===== src/csv_rfs_pkg.sv =====
// Shared types and constants for the CSV record/field splitter.
// No dependencies; imported by csv_record_field_splitter_top.
package csv_rfs_pkg;

	localparam int OFFSET_BITS_DEF = 32;
	localparam int RES_DEPTH       = 2;

	localparam logic [7:0] BYTE_LF        = 8'h0A;
	localparam logic [7:0] BYTE_CR        = 8'h0D;
	localparam logic [7:0] DELIM_RST      = 8'd44;
	localparam logic [7:0] QUOTE_RST      = 8'd34;

	// configuration register indexes
	localparam logic REG_DELIM = 1'b0;
	localparam logic REG_QUOTE = 1'b1;

	typedef enum logic [5:0] {
		MODE_START  = 6'b000001,
		MODE_PLAIN  = 6'b000010,
		MODE_QUOTED = 6'b000100,
		MODE_AFTERQ = 6'b001000,
		MODE_CR     = 6'b010000,
		MODE_SKIP   = 6'b100000
	} mode_t;

	// where a reported field's content ends
	typedef enum logic [1:0] {
		END_AT_POS  = 2'd0,
		END_AT_NEXT = 2'd1,
		END_AT_PREV = 2'd2
	} endp_t;

	typedef struct packed {
		logic        is_field;
		logic [31:0] field_offset;
		logic [31:0] field_length;
		logic        was_quoted;
		logic        unquote_needed;
		logic        ends_record;
		logic        last_of_item;
	} res_t;

endpackage


===== src/csv_record_field_splitter_top.sv =====
// CSV record/field splitter, top level: input register, tokenizer logic, result register.
// Depends on csv_rfs_pkg.
//
// Byte-serial CSV tokenizer. One buffer byte is taken per transfer on the input
// channel (is_final marks the last byte of a buffer); each field found is reported
// as an offset and length into the buffer, with quoted / unquote-needed / record-end
// flags, and last_of_item marks the last result a byte caused. A byte gives zero,
// one or two results. Throughput is one byte per cycle while the output side takes
// each result; a byte that yields two results holds the input until both have left
// the result register, since the output side moves one result per transfer. A byte
// passes the input register, then the result register. Position counters are
// OFFSET_BITS wide and wrap; offsets and lengths are cut to 32 bits on the ports.
// Delimiter and quote bytes are written on the cfg port (index 0 and 1); the user must
// write them only while idle (not enforced by the block); the cfg port is always ready.
module csv_record_field_splitter_top #(
	parameter int OFFSET_BITS = csv_rfs_pkg::OFFSET_BITS_DEF
) (
	input  logic        clk,
	input  logic        arst_n,
	// configuration writes
	input  logic        cfg_valid,
	output logic        cfg_ready,
	input  logic        cfg_index,
	input  logic [7:0]  cfg_data,
	// byte input
	input  logic        in_valid,
	output logic        in_ready,
	input  logic [7:0]  data_byte,
	input  logic        is_final,
	// result output
	output logic        out_valid,
	input  logic        out_ready,
	output logic        is_field,
	output logic [31:0] field_offset,
	output logic [31:0] field_length,
	output logic        was_quoted,
	output logic        unquote_needed,
	output logic        ends_record,
	output logic        last_of_item
);
	import csv_rfs_pkg::*;

	localparam int OW = (OFFSET_BITS > 32) ? OFFSET_BITS : 32;

	// config registers
	logic [7:0] delim_q, quote_q;

	// input register
	logic       valid_s1;
	logic [7:0] byte_s1;
	logic       fin_s1;

	// tokenizer state
	logic [OFFSET_BITS-1:0] pos_q, start_q;
	mode_t                  mode_q;
	logic                   dq_q, fq_q;

	// result register, two entries, entry 0 is presented
	res_t       res_q [RES_DEPTH];
	logic [1:0] cnt_q;

	logic       pop, proc;
	logic [1:0] cnt_left;

	// next-state and result build
	logic [OFFSET_BITS-1:0] pos_next, pos_prev, st_d, fs, endp, flen;
	mode_t                  mode_d;
	logic                   dq_d, fq_d, f_q, f_dq;
	logic                   is_delim, is_quote, is_cr, is_lf;
	logic                   do_begin, do_term, r0_en, r0_isf, r0_ends, r1_en, r1_isf;
	endp_t                  endp_sel;
	logic [1:0]             nres;
	logic [OW-1:0]          off_w, len_w, nxt_w;
	res_t                   r0, r1;

	assign cfg_ready = 1'b1;

	always_ff @(posedge clk or negedge arst_n) begin
		if (!arst_n) begin
			delim_q <= DELIM_RST;
			quote_q <= QUOTE_RST;
		end else if (cfg_valid && cfg_ready) begin
			unique case (cfg_index)
				REG_DELIM: delim_q <= cfg_data;
				REG_QUOTE: quote_q <= cfg_data;
				default:   delim_q <= delim_q;
			endcase
		end
	end

	// handshake: a byte is worked on only when the result register will be empty
	assign pop      = out_valid && out_ready;
	assign cnt_left = cnt_q - {1'b0, pop};
	assign proc     = valid_s1 && (cnt_left == 2'd0);
	assign in_ready = !valid_s1 || proc;

	always_ff @(posedge clk or negedge arst_n) begin
		if (!arst_n) begin
			valid_s1 <= 1'b0;
		end else if (in_valid && in_ready) begin
			valid_s1 <= 1'b1;
		end else if (proc) begin
			valid_s1 <= 1'b0;
		end
	end

	always_ff @(posedge clk) begin
		if (in_valid && in_ready) begin
			byte_s1 <= data_byte;
			fin_s1  <= is_final;
		end
	end

	// byte classes; delimiter beats CR/LF, quote is tested first at field start
	assign is_delim = (byte_s1 == delim_q);
	assign is_quote = (byte_s1 == quote_q);
	assign is_cr    = (byte_s1 == BYTE_CR);
	assign is_lf    = (byte_s1 == BYTE_LF);
	assign pos_next = pos_q + OFFSET_BITS'(1);
	assign pos_prev = pos_q - OFFSET_BITS'(1);

	always_comb begin
		st_d     = start_q;
		mode_d   = mode_q;
		dq_d     = dq_q;
		fq_d     = fq_q;
		fs       = start_q;
		f_q      = fq_q;
		f_dq     = dq_q;
		do_begin = 1'b0;
		do_term  = 1'b0;
		endp_sel = END_AT_POS;
		r0_en    = 1'b0;
		r0_isf   = 1'b1;
		r0_ends  = 1'b0;
		r1_en    = 1'b0;
		r1_isf   = 1'b0;

		unique case (mode_q)
			MODE_PLAIN: begin
				if (is_delim || is_cr || is_lf) begin
					do_term = 1'b1;
				end else if (fin_s1) begin
					r0_en    = 1'b1;
					r0_ends  = 1'b1;
					endp_sel = END_AT_NEXT;
				end
			end
			MODE_QUOTED: begin
				if (is_quote) begin
					if (fin_s1) begin
						r0_en   = 1'b1;
						r0_ends = 1'b1;
					end else begin
						mode_d = MODE_AFTERQ;
					end
				end else if (fin_s1) begin
					r0_en    = 1'b1;
					r0_ends  = 1'b1;
					endp_sel = END_AT_NEXT;
				end
			end
			MODE_AFTERQ: begin
				if (is_quote) begin
					dq_d   = 1'b1;
					f_dq   = 1'b1;
					mode_d = MODE_QUOTED;
					if (fin_s1) begin
						r0_en    = 1'b1;
						r0_ends  = 1'b1;
						endp_sel = END_AT_NEXT;
					end
				end else begin
					do_term  = 1'b1;
					endp_sel = END_AT_PREV;
				end
			end
			MODE_CR: begin
				if (is_lf) begin
					st_d   = pos_next;
					mode_d = MODE_START;
				end else begin
					do_begin = 1'b1;
				end
			end
			MODE_SKIP: begin
				if (is_lf || fin_s1) begin
					r0_en   = 1'b1;
					r0_isf  = 1'b0;
					r0_ends = 1'b1;
				end
				if (is_lf) begin
					st_d   = pos_next;
					mode_d = MODE_START;
				end
			end
			default: begin
				do_begin = 1'b1;
			end
		endcase

		if (do_begin) begin
			fs   = pos_q;
			st_d = pos_q;
			f_q  = 1'b0;
			f_dq = 1'b0;
			fq_d = 1'b0;
			dq_d = 1'b0;
			if (is_quote) begin
				fs     = pos_next;
				st_d   = pos_next;
				f_q    = 1'b1;
				fq_d   = 1'b1;
				mode_d = MODE_QUOTED;
				if (fin_s1) begin
					r0_en    = 1'b1;
					r0_ends  = 1'b1;
					endp_sel = END_AT_NEXT;
				end
			end else if (is_delim || is_cr || is_lf) begin
				do_term = 1'b1;
			end else begin
				mode_d = MODE_PLAIN;
				if (fin_s1) begin
					r0_en    = 1'b1;
					r0_ends  = 1'b1;
					endp_sel = END_AT_NEXT;
				end
			end
		end

		// the open field ends here
		if (do_term) begin
			r0_en = 1'b1;
			priority if (is_delim) begin
				r0_ends = 1'b0;
				st_d    = pos_next;
				mode_d  = MODE_START;
				r1_en   = fin_s1;
				r1_isf  = 1'b1;
			end else if (is_cr) begin
				r0_ends = 1'b1;
				st_d    = pos_next;
				mode_d  = MODE_CR;
			end else if (is_lf) begin
				r0_ends = 1'b1;
				st_d    = pos_next;
				mode_d  = MODE_START;
			end else begin
				r0_ends = 1'b0;
				mode_d  = MODE_SKIP;
				r1_en   = fin_s1;
				r1_isf  = 1'b0;
			end
		end

		// a reported field clears the per-field flags
		if (r0_en && r0_isf) begin
			fq_d = 1'b0;
			dq_d = 1'b0;
		end

		unique case (endp_sel)
			END_AT_NEXT: endp = pos_next;
			END_AT_PREV: endp = pos_prev;
			default:     endp = pos_q;
		endcase
		flen  = endp - fs;
		off_w = OW'(fs);
		len_w = OW'(flen);
		nxt_w = OW'(pos_next);

		r0.is_field       = r0_isf;
		r0.field_offset   = r0_isf ? off_w[31:0] : 32'd0;
		r0.field_length   = r0_isf ? len_w[31:0] : 32'd0;
		r0.was_quoted     = r0_isf && f_q;
		r0.unquote_needed = r0_isf && f_dq;
		r0.ends_record    = r0_ends;
		r0.last_of_item   = !r1_en;

		// second result: empty last field after a final delimiter, or a record-end marker
		r1.is_field       = r1_isf;
		r1.field_offset   = r1_isf ? nxt_w[31:0] : 32'd0;
		r1.field_length   = 32'd0;
		r1.was_quoted     = 1'b0;
		r1.unquote_needed = 1'b0;
		r1.ends_record    = 1'b1;
		r1.last_of_item   = 1'b1;

		nres = {1'b0, r0_en} + {1'b0, r1_en};
	end

	// tokenizer state; a final byte returns everything to reset values
	always_ff @(posedge clk or negedge arst_n) begin
		if (!arst_n) begin
			pos_q   <= '0;
			start_q <= '0;
			mode_q  <= MODE_START;
			dq_q    <= 1'b0;
			fq_q    <= 1'b0;
		end else if (proc) begin
			if (fin_s1) begin
				pos_q   <= '0;
				start_q <= '0;
				mode_q  <= MODE_START;
				dq_q    <= 1'b0;
				fq_q    <= 1'b0;
			end else begin
				pos_q   <= pos_next;
				start_q <= st_d;
				mode_q  <= mode_d;
				dq_q    <= dq_d;
				fq_q    <= fq_d;
			end
		end
	end

	// result register occupancy
	always_ff @(posedge clk or negedge arst_n) begin
		if (!arst_n) begin
			cnt_q <= 2'd0;
		end else if (proc) begin
			cnt_q <= nres;
		end else if (pop) begin
			cnt_q <= cnt_left;
		end
	end

	always_ff @(posedge clk) begin
		if (proc) begin
			res_q[0] <= r0_en ? r0 : r1;
			res_q[1] <= r1;
		end else if (pop && (cnt_q == 2'd2)) begin
			res_q[0] <= res_q[1];
		end
	end

	assign out_valid      = (cnt_q != 2'd0);
	assign is_field       = res_q[0].is_field;
	assign field_offset   = res_q[0].field_offset;
	assign field_length   = res_q[0].field_length;
	assign was_quoted     = res_q[0].was_quoted;
	assign unquote_needed = res_q[0].unquote_needed;
	assign ends_record    = res_q[0].ends_record;
	assign last_of_item   = res_q[0].last_of_item;

`ifndef SYNTH
	a_cnt_range: assert property (@(posedge clk) disable iff (!arst_n)
		cnt_q != 2'd3)
		else $error("result register overfilled");

	a_first_of_pair: assert property (@(posedge clk) disable iff (!arst_n)
		(out_valid && !last_of_item) |-> (cnt_q == 2'd2))
		else $error("non-last result presented without its partner");

	a_marker_zero: assert property (@(posedge clk) disable iff (!arst_n)
		(out_valid && !is_field) |->
		(field_offset == 32'd0 && field_length == 32'd0 && ends_record && !was_quoted))
		else $error("record-end marker carries field data");

	a_final_resets: assert property (@(posedge clk) disable iff (!arst_n)
		(proc && fin_s1) |=> (pos_q == '0 && start_q == '0 && mode_q == MODE_START))
		else $error("state not cleared after final byte");
`endif

endmodule

===== config.mk =====
export PLATFORM = sky130hd
export DESIGN_NAME = csv_record_field_splitter_top
export DESIGN_NICKNAME = d
export VERILOG_FILES = /design/src/csv_rfs_pkg.sv /design/src/csv_record_field_splitter_top.sv
export SDC_FILE = /design/constraint.sdc
export NUM_CORES = 1
export LEC_CHECK = 0
export BUFFER_PORTS_ARGS = -buffer_cell sky130_fd_sc_hd__buf_4
export CAP_MARGIN = 30
export CORE_UTILIZATION = 35
export CTS_CLUSTER_SIZE = 25
export DETAILED_ROUTE_END_ITERATION = 8
export PLACE_DENSITY = 0.61
export SKIP_CTS_REPAIR_TIMING = 1
export SLEW_MARGIN = 0
export SYNTH_ARGS = -nofsm -noshare
export SYNTH_HDL_FRONTEND = slang
export SYNTH_SLANG_ARGS = --single-unit
export TNS_END_PERCENT = 10

===== constraint.sdc =====
create_clock -name clk -period 7.54 [get_ports clk]
set_input_delay 1.508 -clock clk [delete_from_list [all_inputs] [get_ports clk]]
set_output_delay 1.508 -clock clk [all_outputs]
set_load 0.01 [all_outputs]

==> impl_metrics.ini <==
[route]
via_per_inst = 5.81
ant_nets = 0
vias = 12200
finalWirelength_um = 43000
route.detailed.drc = 0
routedWlPerCell_um = 20.5
dr.pass1.iters = 5
drt_iter0_drc = 1118

[finish]
diodes = 0
nFillCells = 3771
multi_input_area_um2 = 7360
layoutNonFillerInstCount = 2096
fin_nets = 1627
seqCellArea_um2 = 5620
drive_gt1_share_pct = 14.3
syn_to_final_growth_pct = 14.6

[global_route]
grt_max_degree = 70
grt_pass1_wl_um = 67100
grt_overflow = 0
grt_pass1_vias = 11500
antenna_found_initial = 0
grtUsageTotal_pct = 21.9

[power_and_ir_drop]
p_leak_nw = 6.25
intPower_mw = 3.68
power_frac_comb_pct = 48.9
power_frac_seq_pct = 30.7
netSwitchingFraction_pct = 42.0
max-vdd-ir-drop_uv = 238
cellPowerDensity_nw_per_um2 = 407
power.switching_mw = 2.67
clock_power_share_pct = 20.4

[yosys]
synthAdderAreaFrac_pct = 3.55
synth_edf_count = 111
syn_inst = 1545
synth_compound_area_share_pct = 22.3
syn_area_um2 = 13600
yosys.area_share.xor_xnor_pct = 5.86
netlist.area_leader.share_pct = 24.5
yosysWarnings = 0
ys_seq_elements = 202
synth_cell_types = 83
synth_area_leaders = edfxtp_1, dfrtp_1, o21ai_0
ys_top_cells_by_count = nor2_1, nand2_1, o21ai_0
synth_most_common_cell = nor2_1
avgSynthCellArea_um2 = 8.80
ys.flop_type = edfxtp_1
yosys.area.top_type = edfxtp_1
synth_top_family_by_area = compound AO/OA/AOI/OAI gates
synth-async-reset-ratio_pct = 45.0
yosys.area_share.simple_pct = 19.0
yosysSeqAreaShare_pct = 41.3
synthesis.nets = 1606
synthMuxAreaShare_pct = 3.10

[placed_design]
portBuffers = 93
routabilityCongestion = 0.917
dpl.hpwl_um = 29000
dp_cells = 2047

[clock_network]
cts.sinks = 202
cts_buffer_depth = 3
cts_buffers = 25
cts.reportedPaths.clkPinSlew_ns = 0.06
cts_tree = yes
cts_max_level = 1
cts_root_buf = clkbuf_16
insertion_delay_ns = 0.54

[sta]
fin_hold_ws_ns = 0.485
worstMarginPinSlew_ns = 0.930
rsz0062_at_grt = false
finalSetupTns_ns = 0
finalSetupViolations = 0
fmaxAchievable_mhz = 161
slew-limit-headroom_pct = 37.5
fin_crit_ns = 6.22
hold_viol = 0
fin_crit_sh_pct = 82.5
finalMaxSlewViolations = 0
fin_skew_ns = 0.0249

[die]
die_w_um = 199
die_h_um = 199
rows = 71
start_util_pct = 35.8
pin_count = 95
core_area_um2 = 37900
die_area_um2 = 39600

[critical_path]
cp_data_arrival_time_ns = 6.48
cp.required_ns = 7.80
cp-end-kind = flop
crit_fanout = 59
reg2reg_slack_ns = 1.32
critPathKind = reg2reg
cp-start-kind = flop

[run]
drv_cap = 0

[run_status]
status = complete, no violations

[min_path]
hold_class = reg2reg
[power groups by stage]
stage	clock network, mW	registers (mW)	logic (mW)
finish	1.29	1.95	3.11
global placement	0	1.97	3.00
floorplan	0	2.03	1.90
detailed placement	0	1.98	3.04
global route	1.36	2.00	3.40
CTS	1.32	1.96	3.05
[registers in the layout, indices dropped and copies added, names as in the netlist]
register and flops:
delim_q 8, cnt_q 2, byte_s1 8, quote_q 8, pos_q 32, fin_s1 1, mode_q 6, res_q 102
start_q 32, valid_s1 1, dq_q 1, fq_q 1
[stage by stage]
stage               power, mW  util (%)  setup slack (ns)  instance area [um2]
finish                   6.35      41.1              1.32                15600
floorplan                3.93         -              1.62                13600
global placement         4.98      38.5              1.13                14600
CTS                      6.34      40.9             0.997                15500
detailed placement       5.02      38.6              1.06                14600
global route             6.76      41.1             0.820                15600
[cell type report]
type / instances / share of cell area [%]
inverter: 36 / 0.867
sequential: 202 / 36.1
multi-input combinational: 1182 / 47.2
clock buffer: 34 / 4.36
timing repair buffer: 119 / 6.12
clock inverter: 12 / 1.26
tap: 511 / 4.10
[worst max-delay path, stage by stage (launching register included)]
cell and delay [ns]:
dfrtp_1 0.48, or4b_4 0.57, a2bb2oi_2 0.17, a221oi_4 0.26
buf_4 0.32, o21ai_0 0.13, o311ai_0 0.16, ha_2 0.41
buf_12 0.19, or4_1 0.49, nand2_1 0.07, a22oi_1 0.06
o21ai_0 0.14, ha_1 0.28, a21o_1 0.21, a31oi_1 0.11
a211oi_1 0.38, or2_2 0.19, a21oi_1 0.12, o41ai_1 0.70
o21ai_0 0.23, xor2_1 0.17, nor2_1 0.05
[cell usage in the layout, fill, tap and decap left out, types with 8 or more instances in the layout]
cell / n
inv_1: 33
a31oi_1: 18
mux2_2: 32
a221o_1: 13
o21ai_0: 150
nand2_1: 158
a22oi_1: 10
a21oi_1: 87
nor3_1: 46
ha_1: 36
a21o_1: 33
xnor2_1: 55
and2_1: 9
nor2_1: 164
nor4_1: 11
a222oi_1: 13
edfxtp_1: 111
and3_1: 24
xor2_1: 36
a211oi_1: 8
o21a_1: 13
nand2b_1: 18
buf_4: 115
clkbuf_16: 25
or3_1: 15
o21ai_1: 10
o22ai_1: 11
o31ai_1: 43
dfrtp_1: 85
nand3_1: 45
a221oi_1: 10
[final timing paths]
check                           from           end  cells past startpoint
max in group asynchronous     arst_n     pos_q[11]                      3
min reg2reg                     fq_q          fq_q                      1
max                        mode_q[5]  res_q[0][29]                     22
min                             fq_q          fq_q                      1
max reg2reg                mode_q[5]  res_q[0][29]                     22
min in group asynchronous     arst_n      valid_s1                      1
[cell families after synthesis]
family / Yosys count
xor+xnor: 91
fa+ha+maj: 38
compound gates: 468
simple gates: 546
flops: 202
mux: 38
buf+inv: 161
other cells: 1
[metal layers]
metal  up-vias  global-route usage [%]  share of wire (%)
li1       5695                       -                  -
met1      5856                    30.5                 44
met2       545                    33.1                 43
met3        90                    4.69                8.6
met4         0                    8.18                3.8
met5         -                       0                  0
No activity file was read; power rests on OpenSTA's default activity.
